`config.mk`:
```
export PLATFORM = sky130hd
export DESIGN_NAME = camera_pose_update_top
export DESIGN_NICKNAME = d
export VERILOG_FILES = /design/src/rtl/campose_pkg.sv /design/src/rtl/campose_cordic.sv /design/src/rtl/camera_pose_update_top.sv
export SDC_FILE = /design/constraint.sdc
export NUM_CORES = 2
export LEC_CHECK = 0
export BUFFER_PORTS_ARGS = -buffer_cell sky130_fd_sc_hd__buf_2
export CAP_MARGIN = 20
export CORE_MARGIN = 2
export CORE_UTILIZATION = 45
export CTS_CLUSTER_SIZE = 40
export DETAILED_ROUTE_END_ITERATION = 16
export HOLD_SLACK_MARGIN = 0.1
export SETUP_SLACK_MARGIN = 0.15
export SLEW_MARGIN = 20
export SYNTH_ARGS = -nofsm -noshare
export SYNTH_HDL_FRONTEND = slang
export SYNTH_SLANG_ARGS = --single-unit
```
`constraint.sdc`:
```
create_clock -name clk -period 18.15 [get_ports clk]
set_clock_uncertainty 0.15 [all_clocks]
set_input_delay 4.5375 -clock clk [delete_from_list [all_inputs] [get_ports clk]]
set_output_delay 4.5375 -clock clk [all_outputs]
set_load 0.005 [all_outputs]
```
`src/rtl/campose_pkg.sv`:
```
// Shared constants, types and tables for the camera pose update block.
`timescale 1ns / 1ps

package campose_pkg;

  localparam int CORDIC_STEPS = 16;
  localparam int STEP_W = (CORDIC_STEPS > 1) ? $clog2(CORDIC_STEPS) : 1;

  // angle and CORDIC x, y, z width (angle in radians * 2^30 reaches 2^33)
  localparam int ANG_W = 34;
  localparam logic [ANG_W-1:0] HALF_PI_Q30 = 34'd1686629712;
  localparam logic signed [ANG_W-1:0] GAIN_Q30 = 34'sd652032874;

  // shared multiplier operand and product widths
  localparam int MUL_A_W = 17;
  localparam int MUL_B_W = 34;
  localparam int PROD_W = MUL_A_W + MUL_B_W;

  // request codes
  localparam logic [2:0] REQ_FWD    = 3'd0;
  localparam logic [2:0] REQ_BACK   = 3'd1;
  localparam logic [2:0] REQ_RIGHT  = 3'd2;
  localparam logic [2:0] REQ_LEFT   = 3'd3;
  localparam logic [2:0] REQ_RELOAD = 3'd4;

  // register indexes
  localparam logic [3:0] CFG_WALK_RATE   = 4'd0;
  localparam logic [3:0] CFG_TURN_SPEED  = 4'd1;
  localparam logic [3:0] CFG_START_POS_X = 4'd2;
  localparam logic [3:0] CFG_START_POS_Y = 4'd3;
  localparam logic [3:0] CFG_START_DIR_X = 4'd4;
  localparam logic [3:0] CFG_START_DIR_Y = 4'd5;
  localparam logic [3:0] CFG_START_PL_X  = 4'd6;
  localparam logic [3:0] CFG_START_PL_Y  = 4'd7;

  typedef struct packed {
    logic             start;
    logic             left;
    logic [ANG_W-1:0] angle;
  } cordic_req_t;

  typedef struct packed {
    logic                    done;
    logic signed [ANG_W-1:0] cos;
    logic signed [ANG_W-1:0] sin;
  } cordic_sts_t;

  // atan(2^-i) * 2^30, truncated
  function automatic logic signed [ANG_W-1:0] atan_q30(input logic [4:0] idx);
    logic signed [ANG_W-1:0] v;
    case (idx)
      5'd0:  v = 34'sh3243F6A8;
      5'd1:  v = 34'sh1DAC6705;
      5'd2:  v = 34'sh0FADBAFC;
      5'd3:  v = 34'sh07F56EA6;
      5'd4:  v = 34'sh03FEAB76;
      5'd5:  v = 34'sh01FFD55B;
      5'd6:  v = 34'sh00FFFAAA;
      5'd7:  v = 34'sh007FFF55;
      5'd8:  v = 34'sh003FFFEA;
      5'd9:  v = 34'sh001FFFFD;
      5'd10: v = 34'sh000FFFFF;
      5'd11: v = 34'sh0007FFFF;
      5'd12: v = 34'sh0003FFFF;
      5'd13: v = 34'sh0001FFFF;
      5'd14: v = 34'sh0000FFFF;
      5'd15: v = 34'sh00007FFF;
      5'd16: v = 34'sh00003FFF;
      5'd17: v = 34'sh00001FFF;
      5'd18: v = 34'sh00000FFF;
      5'd19: v = 34'sh000007FF;
      5'd20: v = 34'sh000003FF;
      5'd21: v = 34'sh000001FF;
      5'd22: v = 34'sh000000FF;
      5'd23: v = 34'sh0000007F;
      default: v = '0;
    endcase
    return v;
  endfunction

endpackage

```
`src/rtl/campose_cordic.sv`:
```
// Quadrant reduction and iterative rotation-mode CORDIC giving cos and sin in Q.30.
`timescale 1ns / 1ps

module campose_cordic (
  input  logic                      clk,
  input  logic                      rst_n,
  input  campose_pkg::cordic_req_t  req,
  output campose_pkg::cordic_sts_t  sts
);
  import campose_pkg::*;

  localparam logic [1:0] C_IDLE = 2'd0;
  localparam logic [1:0] C_QRED = 2'd1;
  localparam logic [1:0] C_ITER = 2'd2;
  localparam logic [1:0] C_MAP  = 2'd3;

  logic [1:0]              state_r;
  logic [ANG_W-1:0]        ang_r;
  logic [1:0]              quad_r;
  logic                    left_r;
  logic signed [ANG_W-1:0] x_r, y_r, z_r;
  logic [STEP_W-1:0]       step_r;
  logic signed [ANG_W-1:0] cos_r, sin_r;
  logic                    done_r;

  logic signed [ANG_W-1:0] dx, dy, t;
  logic signed [ANG_W-1:0] c_map, s_map;

  assign dx = y_r >>> step_r;
  assign dy = x_r >>> step_r;
  assign t  = atan_q30(5'(step_r));

  always_comb begin
    case (quad_r)
      2'd1: begin
        c_map = -y_r;
        s_map = x_r;
      end
      2'd2: begin
        c_map = -x_r;
        s_map = -y_r;
      end
      2'd3: begin
        c_map = y_r;
        s_map = -x_r;
      end
      default: begin
        c_map = x_r;
        s_map = y_r;
      end
    endcase
  end

  always_ff @(posedge clk) begin
    if (!rst_n) begin
      state_r <= C_IDLE;
      done_r  <= 1'b0;
    end else begin
      done_r <= 1'b0;
      unique case (state_r)
        C_IDLE: begin
          if (req.start) begin
            ang_r   <= req.angle;
            left_r  <= req.left;
            quad_r  <= 2'd0;
            state_r <= C_QRED;
          end
        end
        C_QRED: begin
          // strip one quarter turn a cycle
          if (ang_r >= HALF_PI_Q30) begin
            ang_r  <= ang_r - HALF_PI_Q30;
            quad_r <= quad_r + 2'd1;
          end else begin
            x_r     <= GAIN_Q30;
            y_r     <= '0;
            z_r     <= signed'(ang_r);
            step_r  <= '0;
            state_r <= C_ITER;
          end
        end
        C_ITER: begin
          if (!z_r[ANG_W-1]) begin
            x_r <= x_r - dx;
            y_r <= y_r + dy;
            z_r <= z_r - t;
          end else begin
            x_r <= x_r + dx;
            y_r <= y_r - dy;
            z_r <= z_r + t;
          end
          step_r <= step_r + 1'b1;
          if (step_r == STEP_W'(CORDIC_STEPS - 1)) begin
            state_r <= C_MAP;
          end
        end
        C_MAP: begin
          cos_r   <= c_map;
          sin_r   <= left_r ? -s_map : s_map;
          done_r  <= 1'b1;
          state_r <= C_IDLE;
        end
        default: state_r <= C_IDLE;
      endcase
    end
  end

  assign sts = '{done: done_r, cos: cos_r, sin: sin_r};

endmodule

```
`src/rtl/camera_pose_update_top.sv`:
```
// Top level of the camera pose update block: registers, sequencer and shared multiplier.
`timescale 1ns / 1ps

// Camera pose keeper for a raycaster. Each input word carries a request in in_tuser
// (forward, backward, rotate right, rotate left, reload start pose) and a Q0.16 time
// step in in_tdata; each returns exactly one output word with the updated pose and a
// saturation flag. One request is in flight at a time and in_tready is low while it
// runs. All products go through a single registered 17x34 multiplier. A move takes
// three multiplier passes. A rotation takes one to six quarter-turn reduction steps,
// one CORDIC iteration per cycle, and eight multiplier passes to turn both vectors.
// in_tready returns in the same cycle as out_tvalid rises. A finished word waits in
// the output register; the next request is taken once it has moved there, so a
// stalled output word adds its wait. The configuration port is always ready; the user
// must write it only while no request runs, and the block itself does not enforce it.

module camera_pose_update_top (
  input  logic         clk,
  input  logic         rst_n,
  input  logic         in_tvalid,
  output logic         in_tready,
  input  logic [15:0]  in_tdata,   // [15:0] time_step
  input  logic [2:0]   in_tuser,   // [2:0] req_type
  output logic         out_tvalid,
  input  logic         out_tready,
  output logic [127:0] out_tdata,  // [31:0] out_pos_x, [63:32] out_pos_y,
                                   // [79:64] out_dir_x, [95:80] out_dir_y,
                                   // [111:96] out_plane_x, [127:112] out_plane_y
  output logic [0:0]   out_tuser,  // [0] pos_saturated
  input  logic         cfg_valid,
  output logic         cfg_ready,
  input  logic [3:0]   cfg_index,
  input  logic [31:0]  cfg_data
);
  import campose_pkg::*;

  localparam logic [3:0] S_IDLE = 4'd0;
  localparam logic [3:0] S_MK   = 4'd1;
  localparam logic [3:0] S_MX   = 4'd2;
  localparam logic [3:0] S_MY   = 4'd3;
  localparam logic [3:0] S_MF   = 4'd4;
  localparam logic [3:0] S_AK   = 4'd5;
  localparam logic [3:0] S_CS   = 4'd6;
  localparam logic [3:0] S_CW   = 4'd7;
  localparam logic [3:0] S_RT   = 4'd8;
  localparam logic [3:0] S_CM   = 4'd9;
  localparam logic [3:0] S_LD   = 4'd10;
  localparam logic [3:0] S_OUT  = 4'd11;

  // configuration
  logic [15:0]        walk_rate_r, turn_speed_r;
  logic signed [31:0] start_pos_x_r, start_pos_y_r;
  logic signed [15:0] start_dir_x_r, start_dir_y_r, start_pl_x_r, start_pl_y_r;

  // pose
  logic signed [31:0] pos_x_r, pos_y_r;
  logic signed [15:0] dir_x_r, dir_y_r, pl_x_r, pl_y_r;

  // sequencer and datapath
  logic [3:0]                state_r;
  logic [2:0]                req_r;
  logic [15:0]               ts_r;
  logic                      sat_r;
  logic [3:0]                cnt_r;
  logic signed [MUL_B_W-1:0] k_r;
  logic signed [PROD_W-1:0]  prod_r;
  logic signed [PROD_W-1:0]  acc_r;
  logic signed [15:0]        nvec_r [4];

  logic signed [MUL_A_W-1:0] mul_a;
  logic signed [MUL_B_W-1:0] mul_b;

  // output register
  logic         out_tvalid_r;
  logic [127:0] out_tdata_r;
  logic         out_sat_r;
  logic         out_load;

  cordic_req_t cor_req;
  cordic_sts_t cor_sts;

  campose_cordic u_cordic (
    .clk   (clk),
    .rst_n (rst_n),
    .req   (cor_req),
    .sts   (cor_sts)
  );

  assign cor_req = '{start: (state_r == S_CS),
                     left:  (req_r == REQ_LEFT),
                     angle: {prod_r[32:0], 1'b0}};

  assign in_tready  = (state_r == S_IDLE);
  assign cfg_ready  = 1'b1;
  assign out_tvalid = out_tvalid_r;
  assign out_tdata  = out_tdata_r;
  assign out_tuser  = out_sat_r;

  // load the output register when the finished word can move there
  assign out_load = (state_r == S_OUT) && (!out_tvalid_r || out_tready);

  // rotation pass select
  logic signed [15:0] rt_vx, rt_vy;
  assign rt_vx = cnt_r[2] ? pl_x_r : dir_x_r;
  assign rt_vy = cnt_r[2] ? pl_y_r : dir_y_r;

  always_comb begin
    mul_a = '0;
    mul_b = '0;
    unique case (state_r)
      S_MK: begin
        mul_a = signed'({1'b0, walk_rate_r});
        mul_b = signed'({18'd0, ts_r});
      end
      S_MX: begin
        mul_a = MUL_A_W'(dir_x_r);
        mul_b = signed'({2'b00, prod_r[31:0]});
      end
      S_MY: begin
        mul_a = MUL_A_W'(dir_y_r);
        mul_b = k_r;
      end
      S_AK: begin
        mul_a = signed'({1'b0, turn_speed_r});
        mul_b = signed'({18'd0, ts_r});
      end
      S_RT: begin
        case (cnt_r[1:0])
          2'd0: begin
            mul_a = MUL_A_W'(rt_vx);
            mul_b = cor_sts.cos;
          end
          2'd1: begin
            mul_a = MUL_A_W'(rt_vy);
            mul_b = cor_sts.sin;
          end
          2'd2: begin
            mul_a = MUL_A_W'(rt_vx);
            mul_b = cor_sts.sin;
          end
          default: begin
            mul_a = MUL_A_W'(rt_vy);
            mul_b = cor_sts.cos;
          end
        endcase
      end
      default: ;
    endcase
  end

  // move: round the product to Q16.16, add and clamp
  logic signed [PROD_W-1:0] mv_rnd;
  logic signed [30:0]       mv_d;
  logic signed [33:0]       mv_step, mv_sum;
  logic signed [31:0]       mv_pos, mv_val;
  logic                     mv_ovf;

  assign mv_rnd  = prod_r + PROD_W'(21'sd524288);
  assign mv_d    = mv_rnd[50:20];
  assign mv_pos  = (state_r == S_MY) ? pos_x_r : pos_y_r;
  assign mv_step = (req_r == REQ_BACK) ? -34'(mv_d) : 34'(mv_d);
  assign mv_sum  = 34'(mv_pos) + mv_step;
  assign mv_ovf  = (mv_sum[33:31] != 3'b000) && (mv_sum[33:31] != 3'b111);
  assign mv_val  = !mv_ovf ? mv_sum[31:0] : (mv_sum[33] ? 32'sh80000000 : 32'sh7FFFFFFF);

  // rotate: combine two products, round to Q4.12 and clamp
  logic [2:0]         rt_p;
  logic signed [51:0] rt_sum, rt_rnd;
  logic signed [21:0] rt_q;
  logic signed [15:0] rt_val;

  assign rt_p   = 3'(cnt_r - 4'd1);
  assign rt_sum = rt_p[1] ? (52'(acc_r) + 52'(prod_r)) : (52'(acc_r) - 52'(prod_r));
  assign rt_rnd = rt_sum + 52'sd536870912;
  assign rt_q   = rt_rnd[51:30];
  assign rt_val = ((rt_q[21:15] == 7'h00) || (rt_q[21:15] == 7'h7F)) ? rt_q[15:0] :
                  (rt_q[21] ? 16'sh8000 : 16'sh7FFF);

  always_ff @(posedge clk) begin
    prod_r <= mul_a * mul_b;
  end

  always_ff @(posedge clk) begin
    if (!rst_n) begin
      walk_rate_r   <= 16'd1280;
      turn_speed_r  <= 16'd24576;
      start_pos_x_r <= '0;
      start_pos_y_r <= '0;
      start_dir_x_r <= 16'sd4096;
      start_dir_y_r <= '0;
      start_pl_x_r  <= '0;
      start_pl_y_r  <= 16'sd2703;
    end else if (cfg_valid && cfg_ready) begin
      unique case (cfg_index)
        CFG_WALK_RATE:   walk_rate_r   <= cfg_data[15:0];
        CFG_TURN_SPEED:  turn_speed_r  <= cfg_data[15:0];
        CFG_START_POS_X: start_pos_x_r <= cfg_data;
        CFG_START_POS_Y: start_pos_y_r <= cfg_data;
        CFG_START_DIR_X: start_dir_x_r <= cfg_data[15:0];
        CFG_START_DIR_Y: start_dir_y_r <= cfg_data[15:0];
        CFG_START_PL_X:  start_pl_x_r  <= cfg_data[15:0];
        CFG_START_PL_Y:  start_pl_y_r  <= cfg_data[15:0];
        default: ;
      endcase
    end
  end

  always_ff @(posedge clk) begin
    if (!rst_n) begin
      state_r      <= S_IDLE;
      pos_x_r      <= '0;
      pos_y_r      <= '0;
      dir_x_r      <= 16'sd4096;
      dir_y_r      <= '0;
      pl_x_r       <= '0;
      pl_y_r       <= 16'sd2703;
      out_tvalid_r <= 1'b0;
      sat_r        <= 1'b0;
      cnt_r        <= '0;
    end else begin
      if (out_load) begin
        out_tvalid_r <= 1'b1;
      end else if (out_tready) begin
        out_tvalid_r <= 1'b0;
      end
      unique case (state_r)
        S_IDLE: begin
          if (in_tvalid) begin
            req_r <= in_tuser;
            ts_r  <= in_tdata;
            sat_r <= 1'b0;
            case (in_tuser)
              REQ_FWD, REQ_BACK:   state_r <= S_MK;
              REQ_RIGHT, REQ_LEFT: state_r <= S_AK;
              REQ_RELOAD:          state_r <= S_LD;
              default:             state_r <= S_OUT;
            endcase
          end
        end
        S_MK: state_r <= S_MX;
        S_MX: begin
          k_r     <= signed'({2'b00, prod_r[31:0]});
          state_r <= S_MY;
        end
        S_MY: begin
          pos_x_r <= mv_val;
          sat_r   <= sat_r | mv_ovf;
          state_r <= S_MF;
        end
        S_MF: begin
          pos_y_r <= mv_val;
          sat_r   <= sat_r | mv_ovf;
          state_r <= S_OUT;
        end
        S_AK: state_r <= S_CS;
        S_CS: state_r <= S_CW;
        S_CW: begin
          if (cor_sts.done) begin
            cnt_r   <= '0;
            state_r <= S_RT;
          end
        end
        S_RT: begin
          // product of pass cnt-1 is in prod_r now
          if (cnt_r != 4'd0) begin
            if (!rt_p[0]) begin
              acc_r <= prod_r;
            end else begin
              nvec_r[rt_p[2:1]] <= rt_val;
            end
          end
          cnt_r <= cnt_r + 4'd1;
          if (cnt_r == 4'd8) begin
            state_r <= S_CM;
          end
        end
        S_CM: begin
          dir_x_r <= nvec_r[0];
          dir_y_r <= nvec_r[1];
          pl_x_r  <= nvec_r[2];
          pl_y_r  <= nvec_r[3];
          state_r <= S_OUT;
        end
        S_LD: begin
          pos_x_r <= start_pos_x_r;
          pos_y_r <= start_pos_y_r;
          dir_x_r <= start_dir_x_r;
          dir_y_r <= start_dir_y_r;
          pl_x_r  <= start_pl_x_r;
          pl_y_r  <= start_pl_y_r;
          state_r <= S_OUT;
        end
        S_OUT: begin
          // hold until the output register is free
          if (out_load) begin
            state_r <= S_IDLE;
          end
        end
        default: state_r <= S_IDLE;
      endcase
    end
  end

  always_ff @(posedge clk) begin
    if (out_load) begin
      out_tdata_r <= {pl_y_r, pl_x_r, dir_y_r, dir_x_r, pos_y_r, pos_x_r};
      out_sat_r   <= sat_r;
    end
  end

endmodule

```
==> out/qor.txt <==
Inserted Clock Buffers: 102
# Post-CTS Setup Buffers: 0
Max Cap Viol: 0
Avg WL per Cell: 23.5 um
Hold buffers post-CTS: 0
Final hold violations: 0
Max clock buf depth: 3
Hold crit path type: register to register
Unrepaired setup endpoints after global routing: no
Commonest cells after routing, fill and taps aside: nand2_1, nor2_1, inv_1
Initial Utilization: 0.452
Reg clk slew, reported paths: 0.06 ns
Warnings, synthesis: 0
Worst Path Arrival: 10.52 ns
Hold wc startpoint: pos_x_r[3]
Post-synth EDFFs: 505
Run status: completed
Core area: 0.165 mm^2
Min cycle time layout: 10.06 ns
Syn Inst Count: 8,047
Critical path peak fanout: 64
Critical path class: register to register
Most used DFF post-synth: edfxtp_1
Fraction of the cycle the final worst path needs: 0.554
CTS Sinks: 886
Required @ worst endpoint: 18.61 ns
Net Sw Frac: 0.458
Placer Congestion: 0.959
Initial antenna violation count: 6
Die Ht: 411 um
Vias in the first global route: 59.3k
Synth Register Bits: 886
Pin count of the biggest net entering global routing: 131
Post-route cell area: 0.0808 mm^2
# DRC: 0
Synth async-reset ratio: 0
FF-to-FF setup slack: 8.09 ns
Setup violations, final: 0
Port Buffers: 190
Die W: 411 um
Final core occ: 0.491
HPWL after detailed placement: 178 mm
Fin. max-slew vios: 0
Seq/Total Area, Yosys: 0.306
Leak pwr: 0.0326 uW
Via Count: 61.1k
NumNets Final: 8,936
I/O pin count: 192
Die Footprint: 0.169 mm^2
Worst r2r src: state_r[1]
Syn Nets: 8,997
Avg Synthesized Cell Area: 9.25 um^2
Slew HR: 0.222
Placement Rows: 149
Global-route wire length before repair: 366 mm
Power Density: 126 mW/mm^2
Delay of the slowest cell on the worst path: 0.64 ns
Crit. End Element: register
Slowest cell on crit path: a31oi_1
Critical path startpoint: state_r[1]
Clock tree root driver cell: clkbuf_16
Setup slack after layout: 8.09 ns
Setup_tns: 0 ns
Max VDD drop: 153 uV
Cell area after synthesis: 0.0744 mm^2
Area Growth Syn to Fin: 8.59%
Worst-Skew Late Latency: 0.78 ns
Via-to-Cell Ratio: 5.95
Layout cells sized above 1: 0.0998
Pre-CTS setup slack: 8.29 ns
Commonest non-fill, non-tap cell in the layout: nand2_1
Flop pwr share: 0.278
Setup crit start kind: register
Final WL: 241 mm
Number of iterations in the first detailed-routing pass: 9
P_int: 5520 uW
PostCTS Resize Cnt: 0
Cell repeated most along the worst path: fa_1
Hold slack: 0.303 ns
Unique cell type count in the Yosys netlist: 118
CTS tree: done
Initial DRC count: 5,982
GRT Util Overall: 0.282
CTS H-tree lvls: 3
Post-placement cell area: 0.0774 mm^2
Fmax: 0.0994 GHz
Comb pwr share: 0.512
Sw Pwr: 4670 uW
Global route overflow: 0
Part of the power in the clock network: 0.210
Slew @ Worst Pin: 1.16 ns
Post-route ant nets: 0
[worst max-delay path: cells and delay by family, from the launching register on]
family	cells	cell delay [ns]
AO/OA/AOI/OAI	10	3.45
adder cells (fa/ha/maj)	7	3.37
buffers and inverters	7	1.12
AND/OR/NAND/NOR	5	0.99
flip-flops	1	0.62
XOR/XNOR	1	0.12
[worst paths after layout]
| check | depth (start not counted) | end |
|---|---|---|
| worst max register to register | 30 | prod_r[50] |
| worst max-delay path | 30 | prod_r[50] |
| worst min register to register | 0 | out_tdata[3] |
| worst min-delay path | 0 | out_tdata[3] |
[logic make-up (layout without fill, tap and decap cells)]
logic type	after synthesis	in the layout	share of synthesized area
compound gates	1631	1631	0.145
xor+xnor	483	483	0.0572
fa+ha+maj	890	890	0.206
buf+inv	1213	1240	0.0632
flops	886	886	0.306
mux	375	375	0.0660
other cells	1	2	0.0000504
simple gates	2568	2568	0.157
[power by group through the flow]
stage                     Clock (uW)  Sequential, uW  Combinational (uW)
after floorplan                    0            2650                3620
after global placement             0            2850                5070
after detailed placement           0            2860                5110
after CTS                       2180            2820                5150
after global routing            2260            2850                5650
final                           2140            2830                5220
[layer usage]
| layer | vias to the layer above | wire length [um] | GRT usage |
|---|---|---|---|
| li1 | 27700 | - | - |
| met5 | - | 13 | 0 |
| met4 | 2 | 8170 | 0.0958 |
| met2 | 2401 | 108000 | 0.437 |
| met3 | 367 | 19800 | 0.0485 |
| met1 | 30600 | 106000 | 0.399 |
[synth_stat cells (32+ instances only)]
| master | number | area (um^2) |
|---|---|---|
| and2_1 | 56 | 350 |
| mux4_2 | 83 | 1870 |
| edfxtp_1 | 505 | 15200 |
| xnor2_1 | 326 | 2860 |
| nor2b_1 | 39 | 244 |
| a21o_1 | 96 | 721 |
| o21a_1 | 41 | 308 |
| mux2_2 | 98 | 1100 |
| nand2b_1 | 66 | 413 |
| ha_1 | 335 | 4190 |
| a22o_1 | 35 | 307 |
| a31oi_1 | 70 | 438 |
| a21oi_1 | 479 | 2400 |
| nand4_1 | 48 | 300 |
| xor2_1 | 154 | 1350 |
| a211oi_1 | 93 | 698 |
| o31ai_1 | 39 | 293 |
| or3_1 | 50 | 313 |
| nand2_1 | 1021 | 3830 |
| a22oi_1 | 70 | 526 |
| fa_1 | 555 | 11100 |
| o21ai_0 | 256 | 1280 |
| o21bai_1 | 38 | 285 |
| dfxtp_1 | 381 | 7630 |
| clkbuf_1 | 366 | 1370 |
| nor3_1 | 117 | 586 |
| nor2_1 | 792 | 2970 |
| buf_2 | 32 | 160 |
| and3_1 | 56 | 350 |
| mux2i_1 | 193 | 1930 |
| nand3_1 | 117 | 586 |
| o22ai_1 | 35 | 219 |
| a221oi_1 | 42 | 368 |
| inv_1 | 732 | 2750 |
| buf_1 | 60 | 225 |
| o211ai_1 | 77 | 578 |
| a221o_1 | 35 | 350 |
[state kept, by name, summed over array words and instances, names as in the netlist, 29 cells and up]
register,flops
u_cordic.ang_r,33
start_pos_y_r,32
u_cordic.z_r,34
u_cordic.x_r,34
out_tdata,128
u_cordic.sin_r,34
pos_x_r,32
acc_r,51
pos_y_r,32
start_pos_x_r,32
u_cordic.cos_r,34
u_cordic.y_r,34
nvec_r,64
prod_r,51
k_r,32
u_cordic.t,29
[through the flow]
stage / total power [uW] / cells
finish: 10200 / 10300
global route: 10800 / 10300
CTS: 10100 / 10300
detailed placement: 7970 / 10100
global placement: 7920 / 10100
floorplan: 6270 / 8047
[layout make-up]
type | count | area (um^2)
Antenna cell | 1 | 2.50
Fill cell | 15300 | 83800
Clock buffer | 142 | 2850
Timing Repair Buffer | 314 | 1900
Sequential cell | 886 | 22800
Tap cell | 2189 | 2740
Clock inverter | 50 | 641
Multi-Input combinational cell | 5948 | 47200
Inverter | 734 | 2770
Power figures use the tool's default switching activity.
